===== src/rtl/core/flvd_pkg.sv =====
// Package for the FLV tag deframer: constants, parse phase codes and result beat type.
// No dependencies.
`timescale 1ns / 1ps

package flvd_pkg;

	// Default number of lead bytes (file header plus first size field)
	localparam int LEAD_SKIP_DEF = 13;

	localparam int CNT_W = 24;

	// Tag layout
	localparam logic [CNT_W-1:0] HEAD_LEN  = 24'd11;
	localparam logic [CNT_W-1:0] TRAIL_LEN = 24'd4;
	localparam logic [7:0]       TYPE_AUDIO = 8'h08;
	localparam logic [7:0]       TYPE_VIDEO = 8'h09;

	// Header byte positions
	localparam logic [3:0] HB_TYPE   = 4'd0;
	localparam logic [3:0] HB_LEN_2  = 4'd1;
	localparam logic [3:0] HB_LEN_1  = 4'd2;
	localparam logic [3:0] HB_LEN_0  = 4'd3;
	localparam logic [3:0] HB_TIME_2 = 4'd4;
	localparam logic [3:0] HB_TIME_1 = 4'd5;
	localparam logic [3:0] HB_TIME_0 = 4'd6;
	localparam logic [3:0] HB_TIME_X = 4'd7;

	// Parse phases
	localparam logic [1:0] PH_LEAD  = 2'd0;
	localparam logic [1:0] PH_HEAD  = 2'd1;
	localparam logic [1:0] PH_BODY  = 2'd2;
	localparam logic [1:0] PH_TRAIL = 2'd3;

	typedef struct packed {
		logic [7:0]  body_byte;
		logic        is_video;
		logic [31:0] tag_time;
		logic [23:0] tag_length;
		logic        first_of_tag;
		logic        last_of_tag;
		logic        empty_tag;
	} res_t;

endpackage


===== src/rtl/core/flv_tag_deframer.sv =====
// FLV tag deframer top level: byte parser, result register and skid register.
// Depends on flvd_pkg.
`timescale 1ns / 1ps

// Usage
//   Input channel: data_byte with in_valid / in_stall, one raw FLV byte a beat.
//   Output channel: body_byte plus tag fields with out_valid / out_stall.
//   The first LEAD_SKIP_BYTES bytes (file header, first size field) are
//   dropped. Each tag header is parsed; bodies of audio and video tags come
//   out one byte a beat with first/last marks; an empty audio or video tag
//   gives a single beat with empty_tag set. Other tags and the four-byte
//   size field after every tag give no beats.
//   Throughput: one input byte a cycle while in_stall is low, set by the
//   combinational parse step between the parse state and the result register.
//   A result beat is registered in the output register, or in the skid
//   register while the output is stalled, when its byte is taken.
//   Reset: arst_n clears the parser to the lead-skip phase (the header
//   phase when LEAD_SKIP_BYTES is 0) and empties the output and skid registers.
//   Stall: while out_stall holds, one more result is kept in the skid
//   register; in_stall rises (registered) only once that is full and falls
//   the cycle after the output moves again.
module flv_tag_deframer
	import flvd_pkg::*;
#(
	parameter int LEAD_SKIP_BYTES = LEAD_SKIP_DEF
) (
	input  logic        clk,
	input  logic        arst_n,
	input  logic [7:0]  data_byte,
	input  logic        in_valid,
	output logic        in_stall,
	output logic [7:0]  body_byte,
	output logic        is_video,
	output logic [31:0] tag_time,
	output logic [23:0] tag_length,
	output logic        first_of_tag,
	output logic        last_of_tag,
	output logic        empty_tag,
	output logic        out_valid,
	input  logic        out_stall
);

	localparam logic [1:0]       PH_RESET = (LEAD_SKIP_BYTES == 0) ? PH_HEAD : PH_LEAD;
	localparam logic [CNT_W-1:0] LEAD_LEN = CNT_W'(LEAD_SKIP_BYTES);

	logic [1:0]       phase_q, phase_d;
	logic [CNT_W-1:0] cnt_q, cnt_d, cnt_inc;
	logic [7:0]       type_q, type_d;
	logic [23:0]      len_q, len_d;
	logic [31:0]      time_q, time_d;
	logic             acc_q, acc_d;

	logic res_v;
	res_t res;

	res_t out_q, skid_q;
	logic out_v_q, skid_v_q;

	logic take, pop, push;

	assign take    = in_valid && !in_stall;
	assign cnt_inc = cnt_q + CNT_W'(1);

	// Parse one byte: advance phase and count, capture header fields
	always_comb begin
		phase_d = phase_q;
		cnt_d   = cnt_inc;
		type_d  = type_q;
		len_d   = len_q;
		time_d  = time_q;
		acc_d   = acc_q;
		res_v   = 1'b0;
		res.body_byte    = data_byte;
		res.is_video     = (type_q == TYPE_VIDEO);
		res.tag_time     = time_q;
		res.tag_length   = len_q;
		res.first_of_tag = 1'b0;
		res.last_of_tag  = 1'b0;
		res.empty_tag    = 1'b0;
		case (phase_q)
			PH_LEAD: begin
				if (cnt_inc >= LEAD_LEN) begin
					phase_d = PH_HEAD;
					cnt_d   = '0;
				end
			end
			PH_HEAD: begin
				case (cnt_q[3:0])
					HB_TYPE:   type_d = data_byte;
					HB_LEN_2:  len_d  = {data_byte, 16'h0000};
					HB_LEN_1:  len_d  = {len_q[23:16], data_byte, 8'h00};
					HB_LEN_0:  len_d  = {len_q[23:8], data_byte};
					HB_TIME_2: time_d = {8'h00, data_byte, 16'h0000};
					HB_TIME_1: time_d = {time_q[31:16], data_byte, 8'h00};
					HB_TIME_0: time_d = {time_q[31:8], data_byte};
					HB_TIME_X: time_d = {data_byte, time_q[23:0]};
					default: begin
					end
				endcase
				// Last header byte: decide whether this tag is passed on
				if (cnt_inc >= HEAD_LEN) begin
					acc_d = (type_q == TYPE_AUDIO) || (type_q == TYPE_VIDEO);
					cnt_d = '0;
					if (len_q == '0) begin
						phase_d = PH_TRAIL;
						if (acc_d) begin
							res_v            = 1'b1;
							res.body_byte    = 8'h00;
							res.first_of_tag = 1'b1;
							res.last_of_tag  = 1'b1;
							res.empty_tag    = 1'b1;
						end
					end else begin
						phase_d = PH_BODY;
					end
				end
			end
			PH_BODY: begin
				res_v            = acc_q;
				res.first_of_tag = (cnt_q == '0);
				res.last_of_tag  = (cnt_inc >= len_q);
				if (cnt_inc >= len_q) begin
					phase_d = PH_TRAIL;
					cnt_d   = '0;
				end
			end
			default: begin
				if (cnt_inc >= TRAIL_LEN) begin
					phase_d = PH_HEAD;
					cnt_d   = '0;
				end
			end
		endcase
	end

	// Hold parse state; advance on each taken beat
	always_ff @(posedge clk or negedge arst_n) begin
		if (!arst_n) begin
			phase_q <= PH_RESET;
			cnt_q   <= '0;
			type_q  <= '0;
			len_q   <= '0;
			time_q  <= '0;
			acc_q   <= 1'b0;
		end else if (take) begin
			phase_q <= phase_d;
			cnt_q   <= cnt_d;
			type_q  <= type_d;
			len_q   <= len_d;
			time_q  <= time_d;
			acc_q   <= acc_d;
		end
	end

	assign pop  = out_v_q && !out_stall;
	assign push = take && res_v;

	// Output register with one skid entry behind it
	always_ff @(posedge clk or negedge arst_n) begin
		if (!arst_n) begin
			out_v_q  <= 1'b0;
			skid_v_q <= 1'b0;
		end else if (skid_v_q) begin
			if (pop) begin
				out_v_q  <= 1'b1;
				skid_v_q <= 1'b0;
			end
		end else if (pop || !out_v_q) begin
			out_v_q <= push;
		end else if (push) begin
			skid_v_q <= 1'b1;
		end
	end

	// Payload moves without reset
	always_ff @(posedge clk) begin
		if (skid_v_q) begin
			if (pop) begin
				out_q <= skid_q;
			end
		end else if (pop || !out_v_q) begin
			if (push) begin
				out_q <= res;
			end
		end else if (push) begin
			skid_q <= res;
		end
	end

	assign in_stall     = skid_v_q;
	assign out_valid    = out_v_q;
	assign body_byte    = out_q.body_byte;
	assign is_video     = out_q.is_video;
	assign tag_time     = out_q.tag_time;
	assign tag_length   = out_q.tag_length;
	assign first_of_tag = out_q.first_of_tag;
	assign last_of_tag  = out_q.last_of_tag;
	assign empty_tag    = out_q.empty_tag;

endmodule


===== config.mk =====
export PLATFORM = sky130hd
export DESIGN_NAME = flv_tag_deframer
export DESIGN_NICKNAME = d
export VERILOG_FILES = /design/src/rtl/core/flvd_pkg.sv /design/src/rtl/core/flv_tag_deframer.sv
export SDC_FILE = /design/constraint.sdc
export NUM_CORES = 1
export LEC_CHECK = 0
export ABC_AREA = 1
export BUFFER_PORTS_ARGS = -buffer_cell sky130_fd_sc_hd__buf_2
export CAP_MARGIN = 20
export CELL_PAD_IN_SITES_DETAIL_PLACEMENT = 0
export CELL_PAD_IN_SITES_GLOBAL_PLACEMENT = 2
export CORE_MARGIN = 4
export CORE_UTILIZATION = 40
export DETAILED_ROUTE_END_ITERATION = 10
export PLACE_DENSITY = 0.92
export SYNTH_ARGS = -nofsm -noshare
export SYNTH_HDL_FRONTEND = slang
export SYNTH_SLANG_ARGS = --single-unit

===== constraint.sdc =====
create_clock -name clk -period 11.5 [get_ports clk]
set_input_delay 0 -clock clk [delete_from_list [all_inputs] [get_ports clk]]
set_output_delay 0 -clock clk [all_outputs]
set_load 0.1 [all_outputs]

Yosys cells after proc, flatten, opt, wreduce, memory -nomap -nowiden:

Index checks and enable logic that the tools add are counted.
Widths: inputs -> output; s select.

* $add $sub $neg: 1
* magnitude comparators: 4
* equal/unequal tests: 15
* multiplexer cells: 37
* bitwise logic cells: 7
* reduce and logical (&&, ||, !) cells: 33

Operators by type and width (count)
* $mux 68: 4
* $pmux 24 s3: 2
* $pmux 32 s4: 1
* $mux 24: 4
* $ge 24x4->1 const B: 2
* $logic_not 24->1: 2
* $mux 8: 4
* $add 24x1->24 const B: 1
* $ge 24x24->1: 1
* $ge 24x3->1 const B: 1
* $reduce_and 5->1: 4
* $eq 4x3->1 const B: 4
* $eq 8x4->1 const B: 2
* $reduce_and 3->1: 5
* $mux 1: 12
* $reduce_bool 2->1: 5
* $mux 3: 3
* $eq 4x2->1 const B: 2
* $mux 2: 4
* $reduce_and 4->1: 2
* $not 1->1: 7
* $ne 2x2->1 const B: 3
* $pmux 2 s3: 1
* $reduce_and 6->1: 1
* other kinds (14): 20

* register bits: 229
* input bits: 12
* output and inout bits: 70
* logic and storage cells: 124

Depth between registers and ports, before layout:

Gate-level depths: netlist of the first run.

* word-level depth: 10
* depth in mapped cells: 22
* gate-level depth less buffers: 22

Worst setup path before layout of the first run:

Ideal clock, no wire load.

* path kind: flip-flop to flip-flop
* start: register cnt_q[0]
* end: register out_q, in the netlist body_byte[0] (enable)
* library setup time: 0.517 ns
* data arrival time: 5.149 ns
* required time: 10.983 ns
* path slack: 5.834 ns
* stages on the path, launching flop included: 16
* buffers on the path: 0
* clock period less this slack: 5.666 ns
* cell sequence: dfrtp_1 ha_1 nand2_2 nor2_4 nand2_4 o21bai_1 nand2_2 nand2_1 inv_1 nand2_1 nor2_4 nand4_1 nand2_2 nand2_1 nand2_1 a21oi_1

* cells in the longest elaborated chain, start to end: 7

Ends and longest elaborated chain
* start, declared: line flv_tag_deframer.sv:47 `logic [CNT_W-1:0] cnt_q, cnt_d, cnt_inc;`
* start signal, assigned: line flv_tag_deframer.sv:147 `cnt_q <= cnt_d;`
* $add 24x1->24: line flv_tag_deframer.sv:62 `assign cnt_inc = cnt_q + CNT_W'(1);`
* $ge 24x4->1: line flv_tag_deframer.sv:101 `if (cnt_inc >= HEAD_LEN) begin`
* $mux 1: line flv_tag_deframer.sv:101
* $pmux 1 s2: line flv_tag_deframer.sv:80 `case (phase_q)`
* $logic_and 1x1->1: line flv_tag_deframer.sv:156 `assign push = take && res_v;`
* $reduce_bool 2->1 (no source line)
* $reduce_and 3->1 (no source line)
* end signal, assigned: line flv_tag_deframer.sv:179 `out_q <= skid_q;`
* end signal, assigned: line flv_tag_deframer.sv:183 `out_q <= res;`
* end, declared: line flv_tag_deframer.sv:56 `res_t out_q, skid_q;`

Every way passes these cells.
A chain may end at the register's enable or synchronous reset.

Worst setup path in the final report of the first run:

* start: register cnt_q[0]
* end: register skid_q[62] in the netlist's numbering (enable)

* cells in the longest elaborated chain, start to end: 6

Ends and longest elaborated chain
* $add 24x1->24: line flv_tag_deframer.sv:62
* $ge 24x4->1: line flv_tag_deframer.sv:101
* $mux 1: line flv_tag_deframer.sv:101
* $pmux 1 s2: line flv_tag_deframer.sv:80
* $logic_and 1x1->1: line flv_tag_deframer.sv:156
* $reduce_and 3->1 (no source line)
* end signal, assigned: line flv_tag_deframer.sv:186 `skid_q <= res;`
* end, declared: line flv_tag_deframer.sv:56

Every way passes these cells.

==> flow_summary_export.csv, run 1 <==
group,metric,value,unit
run_status,outcome,"complete, but fails checks",
run_status,violations,"negative hold slack",
drt,drt_iter0_markers,529,
setup_path,cp.required,11.66,ns
finish,antenna_cells,0,
logic_synthesis,yosys.area.top_type,"edfxtp_1",
cts,clock_sinks,229,
sta,hold-worst-slack,-0.0284,ns
cts,ctsLongestPathBuffers,3,
finish,nNetsFinal,1213,
finish,layout.area.seq,0.00641,sq mm
sta,min_period,3.90,ns
logic_synthesis,synth_nets,1115,
sta,fmax,0.256,GHz
logic_synthesis,netlist_area,0.0105,sq mm
sta,period_share,0.339,
die,core-area,0.0255,sq mm
cts,cts_root_buf,"clkbuf_16",
drt,ant_nets,0,
sta,setup_viol,0,
sta,finalHoldViolCount,10,
finish,multiInputGateArea,0.00343,sq mm
logic_synthesis,synth-seq-cells,229,
logic_synthesis,yosysSeqAreaShare,0.613,
global_route,grtUsageTotal,0.178,
logic_synthesis,synth_edf_count,136,
die,rows,58,
finish,layout_common_cells,"nand2_1, edfxtp_1, inv_1",
logic_synthesis,yosysWarnings,0,
finish,fillers,2436,
logic_synthesis,synth_top_area_share,0.391,
cts,htree_levels,1,
drt,drt-pass1-iter-count,5,
global_route,grt_pass1_wl,41000,microns
cts,cts_buffers,24,
sta,slew_viol_final,0,
drt,drt_wl_total,25300,microns
sta,worst_pin_slew,1.02,ns
cts,clk_latency,0.52,ns
finish,drive_gt1_frac,0.150,
finish,final_core_util,0.476,
cts,post_cts_resized,0,
sta,rsz0062_at_grt,"false",
power,peakVddDrop,0.0000879,V
placed_design,gp_congestion,0.848,
logic_synthesis,ys_top_cells_by_area,"edfxtp_1, dfrtp_1, nand2_1",
job,maxCapViolCount,0,
die,die_y,170,microns
logic_synthesis,syn_inst,1071,
sta,finalSetupTns,0,ns
drt,vias,7501,
sta,slew_headroom,0.320,
die,die-area,0.0288,sq mm
logic_synthesis,synthArstFlopShare,0.406,
global_route,grt_start_max_net_pins,117,
global_route,gr-total-overflow,0,
logic_synthesis,synth_cell_types,40,
logic_synthesis,syn_avg_cell_area,9.76,sq um
setup_path,start_kind,"flip-flop",
die,initial_core_util,0.411,
placed_design,port_buffers,81,
drt,drc,0,
drt,viasPerCell,4.94,
setup_path,critPathCaptureType,"flip-flop",
cts,tritoncts,"done",
logic_synthesis,synth_flop_cell,"edfxtp_1",
finish,area_growth,16.0,%
setup_path,crit_fanout,42,
power,power.density,136,mW/mm^2
global_route,antenna_found_initial,0,
die,ios,82,
global_route,grt_pass1_vias,7439,
min_path,hold_path_class,"in -> async",
power,total_leakage_power,0.00537,uW
finish,layout_commonest_cell,"nand2_1",
die,die_w,170,microns
setup_path,critPathArrivalTime,4.06,ns
setup_path,crit_type,"reg -> reg",
cts,cts.clk_slew.worst_paths,0.06,ns
placed_design,dpl.hpwl,17600,microns
drt,wl_per_cell,16.7,microns
cts,post_cts_buffers,0,
sta,fin_skew,0.00862,ns
[worst max-delay path, cell delays in order, from the launching register on]
cell and delay (ns):
dfrtp_1 0.49, ha_1 0.28, nand2_2 0.11, nor2_4 0.18, nand2_4 0.10, nor2_4 0.10
nand2_1 0.08, nand2_1 0.09, nand2_1 0.10, nand2_1 0.11, nor2_2 0.06, nand4_1 0.18
nand2_2 0.14, nand2_1 0.08, nand2_1 0.16, nor2_4 0.64, buf_4 0.58
[report_power, final]
group          internal, uW  leakage [uW]  switching [uW]
logic                  6.22       0.00286            16.8
registers               865       0.00214               0
clock network           444      0.000373             315
total                  1310       0.00537             331
[synthesized netlist by cell type, types with 5 or more instances]
| library cell | count |
|---|---|
| nor3_1 | 9 |
| nand2_1 | 323 |
| nand3_1 | 31 |
| dfrtp_1 | 93 |
| ha_1 | 32 |
| a21oi_1 | 12 |
| nor4_1 | 8 |
| o22ai_1 | 40 |
| nor2_1 | 71 |
| o21ai_0 | 74 |
| edfxtp_1 | 136 |
| clkbuf_1 | 19 |
| clkinv_2 | 8 |
| nor2_2 | 23 |
| nor2_4 | 5 |
| nand2_2 | 6 |
| nand4_1 | 21 |
| inv_1 | 123 |
[what timing repair did]
item | CTS | global route
hold buffers | 11 | 0
endpoints found under the hold margin | 80 | 0
setup endpoints to repair | 0 | 0
[sequential cells by signal, indices dropped and copies added, names as in the netlist, 2 cells and up]
signal / flops
type_q: 8
tag_time: 32
len_q: 24
time_q: 32
cnt_q: 24
body_byte: 8
tag_length: 24
phase_q: 2
skid_q: 68
[layout make-up]
class / instances / area share
repair buffers: 98 / 0.0487
clock buffers: 33 / 0.0539
flip-flops and latches: 229 / 0.529
multi-input cells: 681 / 0.282
clock inverters: 11 / 0.00980
inverters: 135 / 0.0426
well taps: 330 / 0.0340
[path summary, 6_finish.rpt]
| check | start | end | slack [ns] | depth (start not counted) |
|---|---|---|---|---|
| worst max-delay path | cnt_q[0]$_DFFE_PN0P_ | skid_q[62]$_DFFE_PP_ | 7.60 | 16 |
| worst max register to register | cnt_q[0]$_DFFE_PN0P_ | skid_q[62]$_DFFE_PP_ | 7.60 | 16 |
| worst min-delay path | arst_n | len_q[3]$_DFFE_PN0P_ | -0.03 | 3 |
| worst min register to register | time_q[28]$_DFFE_PN0P_ | skid_q[55]$_DFFE_PP_ | 0.44 | 0 |
| min in group clk | in_valid | cnt_q[10]$_DFFE_PN0P_ | 0.10 | 5 |
| max in group asynchronous | arst_n | cnt_q[20]$_DFFE_PN0P_ | 10.45 | 3 |
[cells by family after synthesis]
| family | count (synthesis) | share of synthesized area |
|---|---|---|
| AOI/OAI and AO/OA | 139 | 0.0744 |
| xor gates and xnor gates | 6 | 0.00503 |
| adders and majority gates | 32 | 0.0383 |
| buffers and inverters | 161 | 0.0611 |
| DFF | 229 | 0.613 |
| and+or+nand+nor | 504 | 0.208 |
[per-stage QoR]
step	setup WS (ns)	instances	hold slack [ns]	power, uW	area (sq um)
after global routing	7.25	1517	0.00840	1700	12100
after detailed placement	7.57	1461	-0.116	901	11200
after floorplan	5.83	1071	-0.296	885	10500
after global placement	7.67	1460	-0.118	900	11200
final	7.60	1517	-0.0284	1650	12100
after CTS	7.55	1516	0.0768	1660	12100
[metal layers]
layer	global-route usage	part of all wire	up-vias
li1	-	-	3751
met5	0	0	-
met1	0.258	0.47	3523
met3	0.0263	0.055	44
met4	0.0434	0.023	0
met2	0.285	0.45	183
Note: power is estimated with default switching activity, not from simulation.
==> run 2, diff against run 1 <==
--- a/config.mk
+++ b/config.mk
@@ -5,7 +5,7 @@
 export SDC_FILE = /design/constraint.sdc
 export NUM_CORES = 1
 export LEC_CHECK = 0
-export ABC_AREA = 1
+export ABC_AREA = 0
 export BUFFER_PORTS_ARGS = -buffer_cell sky130_fd_sc_hd__buf_2
 export CAP_MARGIN = 20
 export CELL_PAD_IN_SITES_DETAIL_PLACEMENT = 0
@@ -13,7 +13,7 @@
 export CORE_MARGIN = 4
 export CORE_UTILIZATION = 40
 export DETAILED_ROUTE_END_ITERATION = 10
-export PLACE_DENSITY = 0.92
+export PLACE_DENSITY = 0.86
 export SYNTH_ARGS = -nofsm -noshare
 export SYNTH_HDL_FRONTEND = slang
 export SYNTH_SLANG_ARGS = --single-unit
==> constraint.sdc (replaced) <==
create_clock -name clk -period 4 [get_ports clk]
set_input_delay 0 -clock clk [delete_from_list [all_inputs] [get_ports clk]]
set_output_delay 0 -clock clk [all_outputs]
set_load 0.1 [all_outputs]
==> flow_summary_export.csv, run 2 <==
group,metric,value,unit
die,die_y,170,microns
placed_design,pre_cts_ws,0.180,ns
cts,cts.clk_slew.worst_paths,0.06,ns
power,total_leakage_power,0.00511,uW
sta,finalHoldViolCount,0,
sta,fmax,0.272,GHz
setup_path,crit_slowest_cell,"dfrtp_1",
placed_design,gp_congestion,0.837,
setup_path,critPathMaxStageDelay,0.48,ns
drt,vias,6822,
sta,setup_viol,0,
logic_synthesis,yosysWarnings,0,
sta,slew_viol_final,0,
logic_synthesis,synth_flop_cell,"edfxtp_1",
sta,min_period,3.68,ns
sta,finalSetupTns,0,ns
die,initial_core_util,0.406,
setup_path,crit_type,"reg -> reg",
logic_synthesis,synth_cell_types,66,
setup_path,start_kind,"flip-flop",
global_route,antenna_found_initial,0,
global_route,grt_start_max_net_pins,86,
drt,drt_wl_total,24200,microns
setup_path,critPathCaptureType,"flip-flop",
die,die_w,170,microns
cts,tritoncts,"done",
setup_path,path_cells,"and4_1, nand2_2, nor2_1, nand3_1, xnor2_1, ha_1, a21oi_1, o32ai_1, nor2_1, o21ai_0, o41ai_1, buf_4, o211ai_1, o21ai_2, nand2_2, o311ai_2",
die,die-area,0.0291,sq mm
cts,clock_sinks,229,
cts,clk_latency,0.52,ns
setup_path,crit_fanout,9,
die,ios,82,
min_path,hold_path_class,"in -> async",
run_status,outcome,"finished clean",
sta,setup_slack,0.323,ns
placed_design,dpl.hpwl,16600,microns
setup_path,critPathArrivalTime,4.08,ns
cts,cts_root_buf,"clkbuf_16",
logic_synthesis,synth-seq-cells,229,
global_route,grtUsageTotal,0.165,
logic_synthesis,ys_top_cells_by_area,"edfxtp_1, dfrtp_1, mux2_2",
finish,nNetsFinal,970,
power,power.density,549,mW/mm^2
die,rows,59,
power,peakVddDrop,0.000341,V
drt,drt_iter0_markers,496,
logic_synthesis,yosys-top-cells-count,"edfxtp_1, dfrtp_1, mux2_2, nand2_1",
sta,worst_pin_slew,0.957,ns
finish,layout_common_cells,"edfxtp_1, dfrtp_1, buf_2",
drt,wl_per_cell,18.9,microns
setup_path,r2r_start,"cnt_q[2]$_DFFE_PN0P_",
finish,largest_reg_flops,68,
sta,period_share,0.919,
drt,viasPerCell,5.34,
logic_synthesis,synth_edf_count,136,
setup_path,r2r_slack,0.32,ns
global_route,grt_pass1_wl,38200,microns
finish,area_growth,18.2,%
logic_synthesis,yosysMostFrequentCell,"edfxtp_1",
sta,fin_skew,0.0204,ns
die,core-area,0.0260,sq mm
global_route,grt_pass1_vias,6615,
logic_synthesis,yosys.area.top_type,"edfxtp_1",
finish,fillers,2303,
logic_synthesis,synth_top_area_share,0.387,
logic_synthesis,syn_avg_cell_area,12.9,sq um
sta,slew_headroom,0.362,
finish,antenna_cells,0,
logic_synthesis,synth_nets,864,
setup_path,crit_path_start,"cnt_q[2]$_DFFE_PN0P_",
setup_path,crit_end,"cnt_q[4]$_DFFE_PN0P_",
drt,ant_nets,0,
placed_design,port_buffers,81,
finish,drive_gt1_frac,0.287,
setup_path,reg2reg_depth,16,
finish,layout_commonest_cell,"edfxtp_1",
cts,htree_levels,1,
sta,rsz0062_at_grt,"false",
logic_synthesis,synthArstFlopShare,0.406,
logic_synthesis,yosysSeqAreaShare,0.607,
global_route,gr-total-overflow,0,
setup_path,cp.required,4.41,ns
setup_path,rr_endpoint,"cnt_q[4]$_DFFE_PN0P_",
cts,ctsLongestPathBuffers,3,
cts,cts_buffers,25,
logic_synthesis,netlist_area,0.0106,sq mm
drt,drt-pass1-iter-count,4,
logic_synthesis,syn_inst,820,
cts,post_cts_buffers,0,
job,maxCapViolCount,0,
drt,drc,0,
finish,regMostFlops,"skid_q",
run 2: power breakdown:
group / switching [uW] / leakage, uW / internal, uW / total, uW
sequential: 275 / 0.00249 / 2860 / 3130
clock: 890 / 0.000392 / 1330 / 2220
combinational: 865 / 0.00222 / 633 / 1500
run 2: repair_timing:
| item | CTS | global route |
|---|---|---|
| hold buffers | 13 | 0 |
| resized for setup | 0 | 5 |
| endpoints found under the hold margin | 116 | 0 |
| setup endpoints to repair | 0 | 25 |
run 2: critical path: cells and delay by family, from the launching register on:
| family | cells | cell delay, ns |
|---|---|---|
| adders and majority gates | 1 | 0.27 |
| buffers and inverters | 1 | 0.18 |
| AOI/OAI and AO/OA | 7 | 1.43 |
| xor gates and xnor gates | 1 | 0.20 |
| DFF | 1 | 0.48 |
| and+or+nand+nor | 6 | 1.01 |
run 2: worst min-delay path by stage:
stage	to	slack, ns	startpoint
detailed placement	cnt_q[18]$_DFFE_PN0P_	0.12	arst_n
CTS	cnt_q[13]$_DFFE_PN0P_	0.13	arst_n
global placement	cnt_q[18]$_DFFE_PN0P_	0.12	arst_n
global route	cnt_q[13]$_DFFE_PN0P_	0.14	arst_n
finish	cnt_q[13]$_DFFE_PN0P_	0.07	arst_n
floorplan	acc_q$_DFFE_PN0P_	-0.30	arst_n
run 2: area by class of cell:
type	count	area (sq um)	share of cell area
clock buffer	36	728	0.0584
clock inverter	8	68.8	0.00552
inverter	34	130	0.0104
multi-input combinational	503	3850	0.309
sequential	229	6420	0.515
tap	335	419	0.0336
timing repair buffer	133	856	0.0686
run 2: cell families (layout without fill, tap and decap cells):
| group | after synthesis | in the layout | share of synthesized area |
|---|---|---|---|
| adders and majority gates | 32 | 32 | 0.0379 |
| xor gates and xnor gates | 34 | 34 | 0.0295 |
| and+or+nand+nor | 222 | 222 | 0.113 |
| muxes | 69 | 69 | 0.0736 |
| DFF | 229 | 229 | 0.607 |
| buffers and inverters | 88 | 211 | 0.0363 |
| AOI/OAI and AO/OA | 146 | 146 | 0.102 |
run 2: stage by stage:
stage	total power, uW	instances	hold WS, ns	cell area, sq um	utilization
global route	7200	1278	0.139	12500	0.480
global placement	4620	1221	0.119	11500	0.444
detailed placement	4650	1221	0.119	11500	0.444
floorplan	4160	820	-0.296	10600	-
CTS	6890	1278	0.128	12500	0.479
finish	6850	1278	0.0733	12500	0.480
run 2: routing by layer:
layer	wire (microns)	up-vias	track usage
met2	10700	148	0.247
met5	0	-	0
met1	12000	3397	0.255
met4	564	0	0.0424
li1	-	3242	-
met3	967	35	0.0207
==> run 3, diff against run 2 <==
==> constraint.sdc (replaced) <==
create_clock -name clk -period 4.7 [get_ports clk]
set_input_delay 0 -clock clk [delete_from_list [all_inputs] [get_ports clk]]
set_output_delay 0 -clock clk [all_outputs]
set_load 0.1 [all_outputs]
==> flow_summary_export.csv, run 3 (synthesis gave the netlist of run 2 again) <==
group,metric,value,unit
run_status,outcome,"finished clean",
drt,ant_nets,0,
global_route,grtUsageTotal,0.169,
drt,wl_per_cell,19.8,microns
setup_path,cp.required,4.94,ns
setup_path,cpMostUsedCell,"nand3_2",
placed_design,gp_congestion,0.858,
drt,drt_wl_total,24700,microns
cts,ctsLongestPathBuffers,3,
setup_path,start_kind,"flip-flop",
die,die_y,170,microns
sta,rsz0062_at_grt,"false",
global_route,grt_start_max_net_pins,98,
sta,min_period,4.12,ns
placed_design,dpl.hpwl,16600,microns
global_route,grt_pass1_wl,38800,microns
die,die_w,170,microns
die,initial_core_util,0.406,
setup_path,critPathMaxStageDelay,0.62,ns
die,rows,59,
finish,antenna_cells,0,
finish,largest_reg_flops,68,
power,total_leakage_power,0.00492,uW
cts,cts_buffers,24,
placed_design,pre_cts_ws,0.593,ns
drt,drt_iter0_markers,566,
finish,regMostFlops,"skid_q",
sta,worst_pin_slew,1.13,ns
sta,finalSetupTns,0,ns
placed_design,port_buffers,81,
global_route,gr-total-overflow,0,
cts,htree_levels,1,
sta,slew_headroom,0.248,
setup_path,crit_path_start,"cnt_q[0]$_DFFE_PN0P_",
setup_path,r2r_slack,0.58,ns
power,power.density,471,mW/mm^2
setup_path,critPathBufInv,2,
setup_path,r2r_start,"cnt_q[0]$_DFFE_PN0P_",
setup_path,crit_slowest_cell,"a2111oi_1",
setup_path,crit_fanout,26,
job,maxCapViolCount,0,
sta,slew_viol_final,0,
setup_path,reg2reg_depth,12,
min_path,hold_path_class,"in -> async",
setup_path,critPathArrivalTime,4.36,ns
drt,drt-met1-wl,11800,microns
cts,clk_latency,0.52,ns
cts,tritoncts,"done",
sta,setup_viol,0,
setup_path,cpLargestDelayFamily,"compound AO/OA/AOI/OAI gates",
setup_path,critPathCaptureType,"flip-flop",
finish,layout_commonest_cell,"edfxtp_1",
finish,nNetsFinal,944,
finish,drive_gt1_frac,0.259,
drt,routed.top_layer,"met4",
cts,cts_root_buf,"clkbuf_16",
die,core-area,0.0260,sq mm
cts,clock_sinks,229,
drt,vias,6694,
global_route,grt_pass1_vias,6670,
die,die-area,0.0291,sq mm
setup_path,crit_end,"body_byte[3]$_DFFE_PP_",
drt,viasPerCell,5.34,
drt,drt-pass1-iter-count,5,
drt,dr_wl_met3,1260,microns
drt,met2WireLength,11200,microns
finish,area_growth,15.3,%
setup_path,crit_cells,12,
finish,layout_common_cells,"edfxtp_1, dfrtp_1, buf_2",
sta,finalHoldViolCount,0,
power,peakVddDrop,0.000375,V
sta,fin_skew,0.0102,ns
drt,drc,0,
setup_path,rr_endpoint,"body_byte[3]$_DFFE_PP_",
cts,post_cts_resized,0,
setup_path,crit_type,"reg -> reg",
die,ios,82,
sta,setup_slack,0.582,ns
sta,period_share,0.876,
cts,cts.clk_slew.worst_paths,0.06,ns
global_route,antenna_found_initial,0,
setup_path,path_cells,"ha_1, and3_1, nand3_2, or4_1, xnor2_1, a2111oi_1, nand3_2, o211ai_2, inv_2, a21oi_4, o21ai_4, buf_4",
sta,fmax,0.243,GHz
run 3: cell count changes in the layout (fill, tap and decap cells not counted), moves of 2 or more:
cell           before  now
buf_4              38   15
dfrtp_2             3    0
clkbuf_16          26   24
clkbuf_1            6    9
clkinv_1            3    0
dfrtp_1            89   92
dlygate4sd3_1      13   11
run 3: area by class of cell:
class	count	area, sq um
clock buffer	36	676
clock inverter	8	87.6
fill	2268	13800
inverter	34	128
multi-input combinational	503	3780
sequential	229	6410
tap	335	419
timing repair buffer	108	663
run 3: where the power goes:
part	leakage (uW)	internal (uW)	switching [uW]	total [uW]
sequential	0.00250	2430	231	2660
combinational	0.00205	523	708	1230
clock	0.000370	1060	785	1840
run 3: timing repair:
action,4_1_cts,5_1_grt
hold endpoints to repair,129,0
buffers inserted,0,0
endpoints found under the setup margin,0,0
hold buffers,11,0
run 3: metal layers:
| metal | GRT usage | up-vias |
|---|---|---|
| li1 | - | 3191 |
| met1 | 0.252 | 3303 |
| met2 | 0.260 | 169 |
| met3 | 0.0281 | 31 |
| met4 | 0.0378 | 0 |
| met5 | 0 | - |
run 3: how the worst min path moves through the flow:
stage / start / to / slack [ns] / cells after the start
finish: arst_n / cnt_q[4]$_DFFE_PN0P_ / 0.14 / 2
global route: arst_n / cnt_q[4]$_DFFE_PN0P_ / 0.23 / 2
CTS: arst_n / cnt_q[4]$_DFFE_PN0P_ / 0.19 / 2
detailed placement: arst_n / cnt_q[4]$_DFFE_PN0P_ / 0.18 / 1
global placement: arst_n / cnt_q[8]$_DFFE_PN0P_ / 0.17 / 1
floorplan: arst_n / acc_q$_DFFE_PN0P_ / -0.30 / 0
run 3: through the flow:
step                total power, uW  hold WS (ns)   util  instances  cell area [sq um]
finish                         5740         0.141  0.468       1253              12200
global route                   6050         0.226  0.468       1253              12200
CTS                            5790         0.186  0.468       1253              12200
detailed placement             3930         0.180  0.435       1198              11300
global placement               3900         0.171  0.435       1198              11300
floorplan                      3530        -0.296      -        820              10600
